[config.mk]
export PLATFORM = sky130hd
export DESIGN_NAME = pate_ctrl
export DESIGN_NICKNAME = d
export VERILOG_FILES = /design/src/hdl/pate_pkg.sv /design/src/hdl/pate_ctrl.sv
export SDC_FILE = /design/constraint.sdc
export NUM_CORES = 1
export LEC_CHECK = 0
export BUFFER_PORTS_ARGS = -buffer_cell sky130_fd_sc_hd__buf_4
export CAP_MARGIN = 20
export CORE_MARGIN = 3
export CORE_UTILIZATION = 39
export DETAILED_ROUTE_END_ITERATION = 8
export PLACE_DENSITY = 0.66
export SETUP_SLACK_MARGIN = 0.02
export SLEW_MARGIN = 20
export SYNTH_ARGS = -nofsm -noshare
export SYNTH_HDL_FRONTEND = slang
export SYNTH_SLANG_ARGS = --single-unit
[constraint.sdc]
create_clock -name clk -period 1.8 [get_ports clk]
set_input_delay 0.09 -clock clk [delete_from_list [all_inputs] [get_ports clk]]
set_output_delay 0.09 -clock clk [all_outputs]
set_load 0.02 [all_outputs]
[src/hdl/pate_pkg.sv]
// ----------------------------------------------------------------------------
// pate_pkg: shared types and constants
// Kind and status codes, controller states and the command and status
// structs that join the trajectory evaluator's controller and datapath.
// ----------------------------------------------------------------------------
package pate_pkg;

    localparam int DEF_MAX_SEGMENTS = 16;

    localparam logic [1:0] KIND_TRUNC  = 2'd0;
    localparam logic [1:0] KIND_APPEND = 2'd1;
    localparam logic [1:0] KIND_QUERY  = 2'd2;
    localparam logic [1:0] KIND_UNUSED = 2'd3;

    localparam logic [1:0] STAT_OK    = 2'd0;
    localparam logic [1:0] STAT_FULL  = 2'd1;
    localparam logic [1:0] STAT_EMPTY = 2'd2;

    typedef enum logic [3:0] {
        ST_IDLE,
        ST_DECODE,
        ST_LAST,
        ST_SCAN,
        ST_ATP,
        ST_VTP,
        ST_TT,
        ST_ALO,
        ST_AHI,
        ST_ACC,
        ST_FINISH
    } state_t;

    typedef enum logic [2:0] {
        MS_NONE,
        MS_ATP,
        MS_VTP,
        MS_TT,
        MS_ALO,
        MS_AHI,
        MS_ACC
    } mul_step_t;

    typedef enum logic [1:0] {
        RES_PLAIN,
        RES_FINAL,
        RES_EVAL
    } res_kind_t;

    typedef struct packed {
        logic       load;
        logic       rd_en;
        logic       clear_prev;
        logic       track;
        logic       capture;
        logic       set_offset;
        logic       append_wr;
        logic       trunc_wr;
        mul_step_t  mul_step;
        logic       res_load;
        res_kind_t  res_kind;
        logic [1:0] res_status;
    } pate_cmd_t;

    typedef struct packed {
        logic [1:0] kind;
        logic       rd_valid;
        logic       hit;
        logic       ge_last;
        logic       out_free;
    } pate_stat_t;

endpackage

[src/hdl/pate_ctrl.sv]
// ----------------------------------------------------------------------------
// pate_ctrl: sequencing controller
// Decodes each item, scans the end-time table one entry per cycle, steps the
// multiplier sequence and loads the result register.
// ----------------------------------------------------------------------------
module pate_ctrl #(
    parameter int MAX_SEGMENTS = pate_pkg::DEF_MAX_SEGMENTS,
    localparam int AW = (MAX_SEGMENTS > 1) ? $clog2(MAX_SEGMENTS) : 1,
    localparam int CW = $clog2(MAX_SEGMENTS + 1)
) (
    input  logic                    clk,
    input  logic                    rst_n,
    input  logic                    in_valid,
    output logic                    in_ready,
    input  pate_pkg::pate_stat_t    stat,
    input  logic [CW-1:0]           count,
    input  logic [AW-1:0]           rd_addr_q,
    output pate_pkg::pate_cmd_t     cmd,
    output logic [AW-1:0]           rd_addr
);
    pate_pkg::state_t    state_reg, state_next;
    logic [CW-1:0]       idx_reg, idx_next;
    pate_pkg::res_kind_t res_kind_reg, res_kind_next;
    logic [1:0]          res_status_reg, res_status_next;

    logic [CW-1:0] last_idx;
    logic          scan_last;
    logic          empty;
    logic          full;

    assign last_idx  = count - 1'b1;
    assign scan_last = rd_addr_q == last_idx[AW-1:0];
    assign empty     = count == '0;
    assign full      = count >= CW'(MAX_SEGMENTS);

    always_ff @(posedge clk or negedge rst_n)
    begin
        if (!rst_n)
        begin
            state_reg      <= pate_pkg::ST_IDLE;
            idx_reg        <= '0;
            res_kind_reg   <= pate_pkg::RES_PLAIN;
            res_status_reg <= pate_pkg::STAT_OK;
        end
        else
        begin
            state_reg      <= state_next;
            idx_reg        <= idx_next;
            res_kind_reg   <= res_kind_next;
            res_status_reg <= res_status_next;
        end
    end

    always_comb
    begin
        state_next      = state_reg;
        idx_next        = idx_reg;
        res_kind_next   = res_kind_reg;
        res_status_next = res_status_reg;
        unique case (state_reg)
            pate_pkg::ST_IDLE:
            begin
                if (in_valid)
                begin
                    state_next = pate_pkg::ST_DECODE;
                end
            end
            pate_pkg::ST_DECODE:
            begin
                res_kind_next   = pate_pkg::RES_PLAIN;
                res_status_next = pate_pkg::STAT_OK;
                state_next      = pate_pkg::ST_FINISH;
                unique case (stat.kind)
                    pate_pkg::KIND_TRUNC:
                    begin
                        if (!empty)
                        begin
                            state_next = pate_pkg::ST_SCAN;
                            idx_next   = CW'(1);
                        end
                    end
                    pate_pkg::KIND_APPEND:
                    begin
                        if (full)
                        begin
                            res_status_next = pate_pkg::STAT_FULL;
                        end
                    end
                    pate_pkg::KIND_QUERY:
                    begin
                        if (empty)
                        begin
                            res_status_next = pate_pkg::STAT_EMPTY;
                        end
                        else
                        begin
                            state_next = pate_pkg::ST_LAST;
                        end
                    end
                    default:
                    begin
                    end
                endcase
            end
            pate_pkg::ST_LAST:
            begin
                if (stat.ge_last)
                begin
                    res_kind_next = pate_pkg::RES_FINAL;
                    state_next    = pate_pkg::ST_FINISH;
                end
                else
                begin
                    state_next = pate_pkg::ST_SCAN;
                    idx_next   = CW'(1);
                end
            end
            pate_pkg::ST_SCAN:
            begin
                if (stat.hit)
                begin
                    state_next = (stat.kind == pate_pkg::KIND_QUERY) ?
                                 pate_pkg::ST_ATP : pate_pkg::ST_FINISH;
                end
                else if (scan_last)
                begin
                    state_next = pate_pkg::ST_FINISH;
                end
                else
                begin
                    idx_next = idx_reg + 1'b1;
                end
            end
            pate_pkg::ST_ATP: state_next = pate_pkg::ST_VTP;
            pate_pkg::ST_VTP: state_next = pate_pkg::ST_TT;
            pate_pkg::ST_TT:  state_next = pate_pkg::ST_ALO;
            pate_pkg::ST_ALO: state_next = pate_pkg::ST_AHI;
            pate_pkg::ST_AHI: state_next = pate_pkg::ST_ACC;
            pate_pkg::ST_ACC:
            begin
                res_kind_next = pate_pkg::RES_EVAL;
                state_next    = pate_pkg::ST_FINISH;
            end
            pate_pkg::ST_FINISH:
            begin
                if (stat.out_free)
                begin
                    state_next = pate_pkg::ST_IDLE;
                end
            end
            default: state_next = pate_pkg::ST_IDLE;
        endcase
    end

    always_comb
    begin
        cmd            = '0;
        cmd.mul_step   = pate_pkg::MS_NONE;
        cmd.res_kind   = res_kind_reg;
        cmd.res_status = res_status_reg;
        rd_addr        = '0;
        in_ready       = 1'b0;
        unique case (state_reg)
            pate_pkg::ST_IDLE:
            begin
                in_ready = 1'b1;
                cmd.load = in_valid;
            end
            pate_pkg::ST_DECODE:
            begin
                unique case (stat.kind)
                    pate_pkg::KIND_TRUNC:
                    begin
                        cmd.set_offset = 1'b1;
                        cmd.rd_en      = !empty;
                        cmd.clear_prev = 1'b1;
                    end
                    pate_pkg::KIND_APPEND:
                    begin
                        cmd.append_wr = !full;
                    end
                    pate_pkg::KIND_QUERY:
                    begin
                        cmd.rd_en = !empty;
                        rd_addr   = last_idx[AW-1:0];
                    end
                    default:
                    begin
                    end
                endcase
            end
            pate_pkg::ST_LAST:
            begin
                cmd.rd_en      = !stat.ge_last;
                cmd.clear_prev = 1'b1;
            end
            pate_pkg::ST_SCAN:
            begin
                cmd.track = 1'b1;
                rd_addr   = idx_reg[AW-1:0];
                if (stat.hit)
                begin
                    cmd.trunc_wr = stat.kind != pate_pkg::KIND_QUERY;
                    cmd.capture  = stat.kind == pate_pkg::KIND_QUERY;
                end
                else
                begin
                    cmd.rd_en = !scan_last;
                end
            end
            pate_pkg::ST_ATP: cmd.mul_step = pate_pkg::MS_ATP;
            pate_pkg::ST_VTP: cmd.mul_step = pate_pkg::MS_VTP;
            pate_pkg::ST_TT:  cmd.mul_step = pate_pkg::MS_TT;
            pate_pkg::ST_ALO: cmd.mul_step = pate_pkg::MS_ALO;
            pate_pkg::ST_AHI: cmd.mul_step = pate_pkg::MS_AHI;
            pate_pkg::ST_ACC: cmd.mul_step = pate_pkg::MS_ACC;
            pate_pkg::ST_FINISH:
            begin
                cmd.res_load = stat.out_free;
            end
            default:
            begin
            end
        endcase
    end

`ifndef SYNTHESIS
    a_scan_read: assert property (@(posedge clk) disable iff (!rst_n)
        (state_reg == pate_pkg::ST_SCAN) |-> stat.rd_valid)
        else $error("scan compare without table read data");
    a_idle_ready: assert property (@(posedge clk) disable iff (!rst_n)
        in_ready |-> (state_reg == pate_pkg::ST_IDLE) && !cmd.res_load)
        else $error("input taken while an item is in flight");
    a_eval_path: assert property (@(posedge clk) disable iff (!rst_n)
        (state_reg == pate_pkg::ST_ACC) |=> (state_reg == pate_pkg::ST_FINISH)
        && (res_kind_reg == pate_pkg::RES_EVAL))
        else $error("evaluation did not reach the result stage");
`endif

endmodule

* Word-level counts from Yosys, hierarchy flattened
Cells that the tools add are included.
Word-level totals: bits of input ports 18, register bits 13, word-level logic and storage cells 81, output and inout port bits 21
Operators by class: magnitude comparators 1, $add $sub $neg 2, reduce and logical (&&, ||, !) cells 13, multiplexer cells 38, equality and inequality tests 23
Operators with widths (number):
- 4-bit case mux with 11 select lines | 1
- 4-bit 2-to-1 mux | 9
- 5-bit 2-to-1 mux | 5
- 3-bit case mux with 6 select lines | 1
- 4-bit by 3-bit == test with 1-bit output (second input constant) | 4
- 2-bit inequality test (second input constant) | 8
- 4-bit case mux with 2 select lines | 2
- 5-bit case mux with 3 select lines | 1
- 4-bit == test (second input constant) | 3
- 1-bit 2-to-1 mux | 11
- 4-bit by 2-bit == test with 1-bit output (second input constant) | 2
- 2-bit 2-to-1 mux | 4
- 2-bit case mux with 3 select lines | 1
- 6-bit AND reduction | 1
- 3-bit nonzero test | 2
- 5-bit by 1-bit adder with 5-bit output (second input constant) | 1
- 5-bit >= comparator (second input constant) | 1
- 5-bit logical NOT | 1
- 4-bit by 1-bit == test with 1-bit output (second input constant) | 1
- 4-bit == test | 1
- 1-bit logical NOT | 4
- 4-bit logical NOT | 1
- 2-bit case mux with 2 select lines | 1
- 4-bit by 1-bit subtractor with 4-bit output (second input constant) | 1
- 10 further kinds | 10

* Logic depth before layout (Yosys ltp)
Gate-level depths: netlist of run 1.
word-level depth 5, gate-level depth with buffers 7, mapped depth without buffers 7

* Worst setup path after synthesis of run 1
No wires, ideal clock.
kind reg-to-output, from reg state_reg[3], to out cmd[15] (netlist bit), setup slack 0.108 ns, arrival 1.602 ns, required time 1.710 ns, cell stages (with the launch flop) 5, path buffers 1, cell sequence dfrtp_1 -> buf_6 -> or2_2 -> nor3_1 -> and2_1
RTL lines:
- from (decl) | line pate_ctrl.sv:21 | pate_pkg::state_t state_reg, state_next;
- from (signal assigned) | line pate_ctrl.sv:40 | state_reg <= pate_pkg::ST_IDLE;
- from (signal assigned) | line pate_ctrl.sv:47 | state_reg <= state_next;
- to (decl) | line pate_ctrl.sv:18 | output pate_pkg::pate_cmd_t cmd,

* Worst setup path after layout of run 1
from reg state_reg[1], to out rd_addr[2]
On the way: word-level cells in the longest chain between the ends 2
RTL lines:
- 4-bit by 2-bit == test with 1-bit output or 4-bit by 1-bit == test with 1-bit output (tied branches) | line pate_ctrl.sv:163 | unique case (state_reg)
- 4-bit case mux with 2 select lines * | line pate_ctrl.sv:163
- to (decl) | line pate_ctrl.sv:19 | output logic [AW-1:0] rd_addr
Every way passes the cells marked *; elsewhere a longest branch is shown, timed or not.

==> run summary, run 1 <==
First-pass GRT wire length - 4870 um
Clock slew at reported path FFs - 90 ps
Commonest cells after routing, fill and taps aside - buf_4 (51), nand2_1 (15), o21ai_0 (13)
Htree depth - 1
Setup TNS - 0 ps
Final Wtd Congestion - 0.856
Critical path startpoint category - flop
Asr flop ratio synth - 100%
Final period util - 92.8%
Mapped Cells - 133
Hpwl dp - 2280 um
Dominant synthesized flop cell - dfrtp_1
Die X - 57.6 um
Final cell count without fillers - 214
FP Rows - 18
CTS buffer count - 3
Dpl cells - 204
Worst Setup SP - state_reg[1]$_DFFE_PN0P_
Pwr dens - 1430 nW/um2
Share of layout cells above drive strength 1 - 37.0%
Worst reg-to-reg path cell count - 5
Worst Path Arrival - 1580 ps
Synth Cell Area - 1040 um2
Setup Skew - 3.85 ps
Die area - 3320 um2
Starting Density - 41.6%
Fin nets - 208
Leak - 0.713 nW
Worst slew margin - 65.6%
Reg2reg start - state_reg[1]$_DFFE_PN0P_
Post-synth net total - 156
GRT Total Usage - 18.3%
Final hold violations - 0
Vias per cell - 5.41
Critical path data required time - 1710 ps
Fin crit period - 1670 ps
IO Pins - 39
Most common cell after layout, fill and taps aside - buf_4
Synth top area cells - dfrtp_1 (29%), o21ai_0 (6.3%), ha_1 (6.0%), nand2_1 (5.4%), a21oi_1 (4.8%)
Critical Path End Type - primary output
Syn Area/Cell - 7.82 um2
TritonCTS Sinks - 12
CTS root buffer - clkbuf_4
Worst R2R End - idx_reg[1]$_DFFE_PN0P_
Core Region - 2500 um2
Largest net degree at the start of global routing - 18
Slew @ Worst Pin - 514 ps
WS Path Type - reg2out
Slowest cell on crit path - dfrtp_2
Port-buffer cells - 37
Initial antenna violation count - 0
# Max-Cap Violations - 0
Routed length per instance - 13.5 um
GRT overflow - 0
Area Growth Syn to Fin - 44.5%
Worst-path cell chain - nand3_1, clkinv_1, nand2_1, o21ai_0, buf_4
Hold Crit Class - in2reg
Vias - 1158
Setup violators final - 0
FF-to-FF setup slack - 220 ps
DR iter-0 viols - 37
Clock Tree Buf Depth - 2
CTS tree - built
RSZ-0062 raised after global routing - no
Top cell type's share of synthesized area - 28.9%
Seq/Total Area, Yosys - 28.9%
Met1 Track Usage GR - 24.2%
Vias in the first global route - 1091
Final Slew Violations - 0
Post-Route WL - 2890 um
Routed Antenna Nets - 0
DRC Markers - 0
Clk Latency, worst-skew pair - 280 ps
Cell taking the most area after synthesis - dfrtp_1
FMAX - 599 MHz
CP endpoint - rd_addr[2]
Busiest metal layer after global routing - met2
TritonRoute pass-1 iters - 4
Die Ht - 57.6 um
Netlist cell types - 43
Ys Warns - 0
Crit-path max FO - 10
Post-synth EDFFs - 0
Synthesized flop and latch total - 12
Grt met3 use - 2.45%
Outcome - finished, final reports clean
Diode count - 0
Worst ir drop on vdd - 807 uV
GR Util met2 - 30.6%
Slowest Stage Delay on Critical Path - 490 ps
[through the flow]
stage               utilization, %  hold slack [ps]  total power [mW]  instance area [um2]  worst slack, ps
floorplan                        -             -206              1.30                 1040              108
global placement              55.8            -58.3              1.77                 1390              212
detailed placement            55.8            -54.2              1.79                 1390              176
CTS                           57.7              126              2.02                 1440             1.01
global route                  60.1              118              2.32                 1500             25.3
finish                        60.1              121              2.14                 1500              130
[how the worst min path moves through the flow]
stage | start | end | slack, ps | cells after the start
6_report | count[4] | res_status_reg[0]$_DFFE_PN0P_ | 120 | 3
5_1_grt | count[4] | res_status_reg[0]$_DFFE_PN0P_ | 120 | 3
4_1_cts | count[4] | res_status_reg[0]$_DFFE_PN0P_ | 130 | 3
3_5_place_dp | rst_n | state_reg[2]$_DFFE_PN0P_ | -50 | 1
3_3_place_gp | rst_n | state_reg[2]$_DFFE_PN0P_ | -60 | 1
2_1_floorplan | rst_n | idx_reg[0]$_DFFE_PN0P_ | -210 | 0
[power by group]
group          internal [mW]  switching, mW
clock                  0.123          0.101
sequential             0.385          0.133
combinational          0.656          0.747
[synth_stat cells (all sizes together), types with 3 or more instances]
library cell	number
nand3	6
ha	5
nor2b	5
nor3b	3
o21ai	16
nor2	12
xor2	4
inv	7
buf	4
xnor2	3
dfrtp	12
nand2	15
nor3	5
a21oi	10
[area by class of cell]
type / count / area (um2)
clock buffer: 4 / 36.3
fill: 234 / 997
inverter: 8 / 30.0
multi-input combinational: 108 / 703
sequential: 12 / 303
tap: 30 / 37.5
timing repair buffer: 52 / 393
[critical path: cells and delay by family (launching register included)]
kind | cells | cell delay [ps]
compound gates | 1 | 90
buf+inv | 2 | 350
flops | 1 | 490
simple gates | 2 | 370
[timing repair]
action	CTS	global route
endpoints found under the hold margin	12	0
hold buffers	1	0
setup buffers	0	5
gates resized for setup	2	6
endpoints found under the setup margin	9	11
[logic make-up after synthesis]
| kind of cell | count (synthesis) | share of synthesized area (%) |
|---|---|---|
| buffers and inverters | 13 | 5.66 |
| AO/OA/AOI/OAI | 39 | 23.1 |
| AND/OR/NAND/NOR | 56 | 29.5 |
| XOR/XNOR | 7 | 5.90 |
| adder cells (fa/ha/maj) | 5 | 6.02 |
| flip-flops | 12 | 28.9 |
| multiplexers | 1 | 0.963 |
[routing by layer]
layer	routed length, um	up-vias
li1	-	579
met1	1290	533
met2	1360	41
met3	197	5
met4	37	0
met5	0	-
Power figures use the tool's default switching activity.
==> run 2, diff against run 1 <==
--- a/config.mk
+++ b/config.mk
@@ -7,10 +7,10 @@
 export LEC_CHECK = 0
 export BUFFER_PORTS_ARGS = -buffer_cell sky130_fd_sc_hd__buf_4
 export CAP_MARGIN = 20
-export CORE_MARGIN = 3
 export CORE_UTILIZATION = 39
 export DETAILED_ROUTE_END_ITERATION = 8
 export PLACE_DENSITY = 0.66
+export RECOVER_POWER = 100
 export SETUP_SLACK_MARGIN = 0.02
 export SLEW_MARGIN = 20
 export SYNTH_ARGS = -nofsm -noshare
==> run 2 against run 1 <==
Net effect: wire length down 1.0%; clock-buffer cell count unchanged; sequential cell count unchanged; clock skew increased by 0.58 ps; sequential power up 1%; via count up 1.9%; utilization shrank 3.1 points; critical endpoint is now cmd[15]; largest power group unchanged.
==> run summary, run 2 (synthesis gave the netlist of run 1 again) <==
Vias - 1180 (was 1158)
Htree depth - 1 (unchanged)
Critical path depth - 5 (unchanged)
Die X - 53.6 um (was 57.6 um)
Die Ht - 53.6 um (was 57.6 um)
CTS root buffer - clkbuf_4 (unchanged)
Sequential power share - 25.9% (was 24.1%)
Fin util - 57.0% (was 60.1%)
Net load switching power - 0.975 mW (was 0.982 mW)
FMAX - 585 MHz (was 599 MHz)
Clk Latency, worst-skew pair - 280 ps (about the same)
Slew @ Worst Pin - 686 ps (was 514 ps)
DR iter-0 viols - 18 (was 37)
CTS buffer count - 3 (unchanged)
Area Growth Syn to Fin - 37.1% (was 44.5%)
FF-to-FF setup slack - 200 ps (was 220 ps)
Cell mode on critical path - buf_4
Fin nets - 207 (was 208)
Slowest Stage Delay on Critical Path - 450 ps (was 490 ps)
Final Total Pwr - 2.02 mW (was 2.14 mW)
Clock slew at reported path FFs - 80 ps (was 90 ps)
Outcome - finished, final reports clean (unchanged)
Port-buffer cells - 37 (unchanged)
Setup violators final - 0 (unchanged)
Share of layout cells above drive strength 1 - 29.0% (was 37.0%)
Setup TNS - 0 ps (unchanged)
DP Area - 1400 um2 (was 1390 um2)
Final period util - 94.9% (was 92.8%)
RSZ-0062 raised after global routing - no (unchanged)
Fin crit period - 1710 ps (was 1670 ps)
Area taken by multi-input logic gates - 694 um2 (was 703 um2)
Routed length per instance - 13.4 um (was 13.5 um)
Critical path startpoint category - flop (unchanged)
Kind of cell adding the most delay to the critical path - simple AND/OR/NAND/NOR gates (was flip-flops)
Buf+Inv Stages, Crit Path - 2 (unchanged)
Commonest cells after routing, fill and taps aside - buf_4 (32), nand2_1 (15), o21ai_0 (14) (was buf_4 (51), nand2_1 (15), o21ai_0 (13))
Post-Route WL - 2860 um (was 2890 um)
Critical path data required time - 1710 ps (about the same)
GRT overflow - 0 (unchanged)
Slowest cell on crit path - dfrtp_1 (was dfrtp_2)
Worst slew margin - 54.3% (was 65.6%)
# Max-Cap Violations - 0 (unchanged)
Worst Path Arrival - 1620 ps (was 1580 ps)
Largest net degree at the start of global routing - 14 (was 18)
FP Rows - 18 (unchanged)
CTS tree - built (unchanged)
First-pass GRT wire length - 4340 um (was 4870 um)
Vias in the first global route - 1048 (was 1091)
Worst-case hold slack - 95.5 ps (was 121 ps)
Switching Fraction - 48.2% (was 45.8%)
Core Region - 2500 um2 (unchanged)
Final cell count without fillers - 213 (was 214)
IO Pins - 39 (unchanged)
Critical Path End Type - primary output (unchanged)
TritonRoute pass-1 iters - 4 (unchanged)
Worst-path cell chain - buf_4, or2_4, nor3_2, and2_1, buf_4 (was nand3_1, clkinv_1, nand2_1, o21ai_0, buf_4)
Logic gate share of total power - 63.1% (was 65.4%)
Final hold violations - 0 (unchanged)
Worst setup margin - 91.5 ps (was 130 ps)
GRT Total Usage - 21.0% (was 18.3%)
Crit-path max FO - 5 (was 10)
Routed Antenna Nets - 0 (unchanged)
Pwr dens - 1420 nW/um2 (was 1430 nW/um2)
Worst reg-to-reg path cell count - 5 (unchanged)
WS Path Type - reg2out (unchanged)
Final Wtd Congestion - 0.951 (was 0.856)
Hold Crit Class - in2reg (unchanged)
Clock Tree Buf Depth - 2 (unchanged)
Place WS - 174 ps (was 176 ps)
Most common cell after layout, fill and taps aside - buf_4 (unchanged)
Finished Cell Area - 1430 um2 (was 1500 um2)
Vias per cell - 5.54 (was 5.41)
TritonCTS Sinks - 12 (unchanged)
Leak - 0.650 nW (was 0.713 nW)
DRC Markers - 0 (unchanged)
Starting Density - 41.6% (unchanged)
Worst ir drop on vdd - 758 uV (was 807 uV)
WHS Path Cells - 3 (unchanged)
Hpwl dp - 2230 um (was 2280 um)
Internal - 1.05 mW (was 1.16 mW)
Initial antenna violation count - 0 (unchanged)
Diode count - 0 (unchanged)
Clock network power share - 11.0% (was 10.5%)
Die area - 2880 um2 (was 3320 um2)
Dpl cells - 205 (was 204)
FF+latch area - 303 um2 (unchanged)
Final Slew Violations - 0 (unchanged)
Setup Skew - 4.43 ps (was 3.85 ps)
Fillers - 242 (was 234)
[run 2: tightest hold or removal path, delay by kind of cell]
family / cells / cell delay (ps)
AOI/OAI and AO/OA: 1 / 60
and+or+nand+nor: 1 / 60
buffers and inverters: 1 / 120
[run 2: final timing paths]
path                                               startpoint                       endpoint
min in group asynchronous                               rst_n       state_reg[2]$_DFFE_PN0P_
worst min register to register  res_status_reg[0]$_DFFE_PN0P_  res_status_reg[0]$_DFFE_PN0P_
max in group asynchronous                               rst_n       state_reg[1]$_DFFE_PN0P_
worst max-delay path                 state_reg[3]$_DFFE_PN0P_                        cmd[15]
worst max register to register       state_reg[1]$_DFFE_PN0P_         idx_reg[1]$_DFFE_PN0P_
worst min-delay path                                 count[4]  res_status_reg[0]$_DFFE_PN0P_
[run 2: final cells by class]
cell class	count	share of cell area (%)
multi-input cells	108	48.7
repair buffers	51	22.7
flip-flops and latches	12	21.2
well taps	30	2.63
clock buffers	4	2.55
inverters	8	2.11
[run 2: power by group through the flow]
stage | combinational (mW) | clock, mW | sequential, mW
after detailed placement | 1.27 | 0 | 0.533
after global routing | 1.40 | 0.240 | 0.545
after global placement | 1.26 | 0 | 0.526
final | 1.28 | 0.222 | 0.524
after floorplan | 0.798 | 0 | 0.503
after CTS | 1.29 | 0.227 | 0.532
[run 2: metal layers]
metal / global-route usage, % / vias to the layer above / part of all wire (%)
met5: 0 / - / 0
met4: 7.02 / 0 / 0.42
met3: 3.39 / 2 / 6.1
met2: 37.1 / 45 / 50
met1: 25.6 / 554 / 44
li1: - / 579 / -
[run 2: timing repair]
action                                 4_1_cts  5_1_grt
pin swaps                                    0        1
cloned                                       0        0
endpoints found under the hold margin       12        0
hold buffers                                 1        0
buffers inserted                             0        3
setup endpoints to repair                    3       10
resized for setup                            2        7
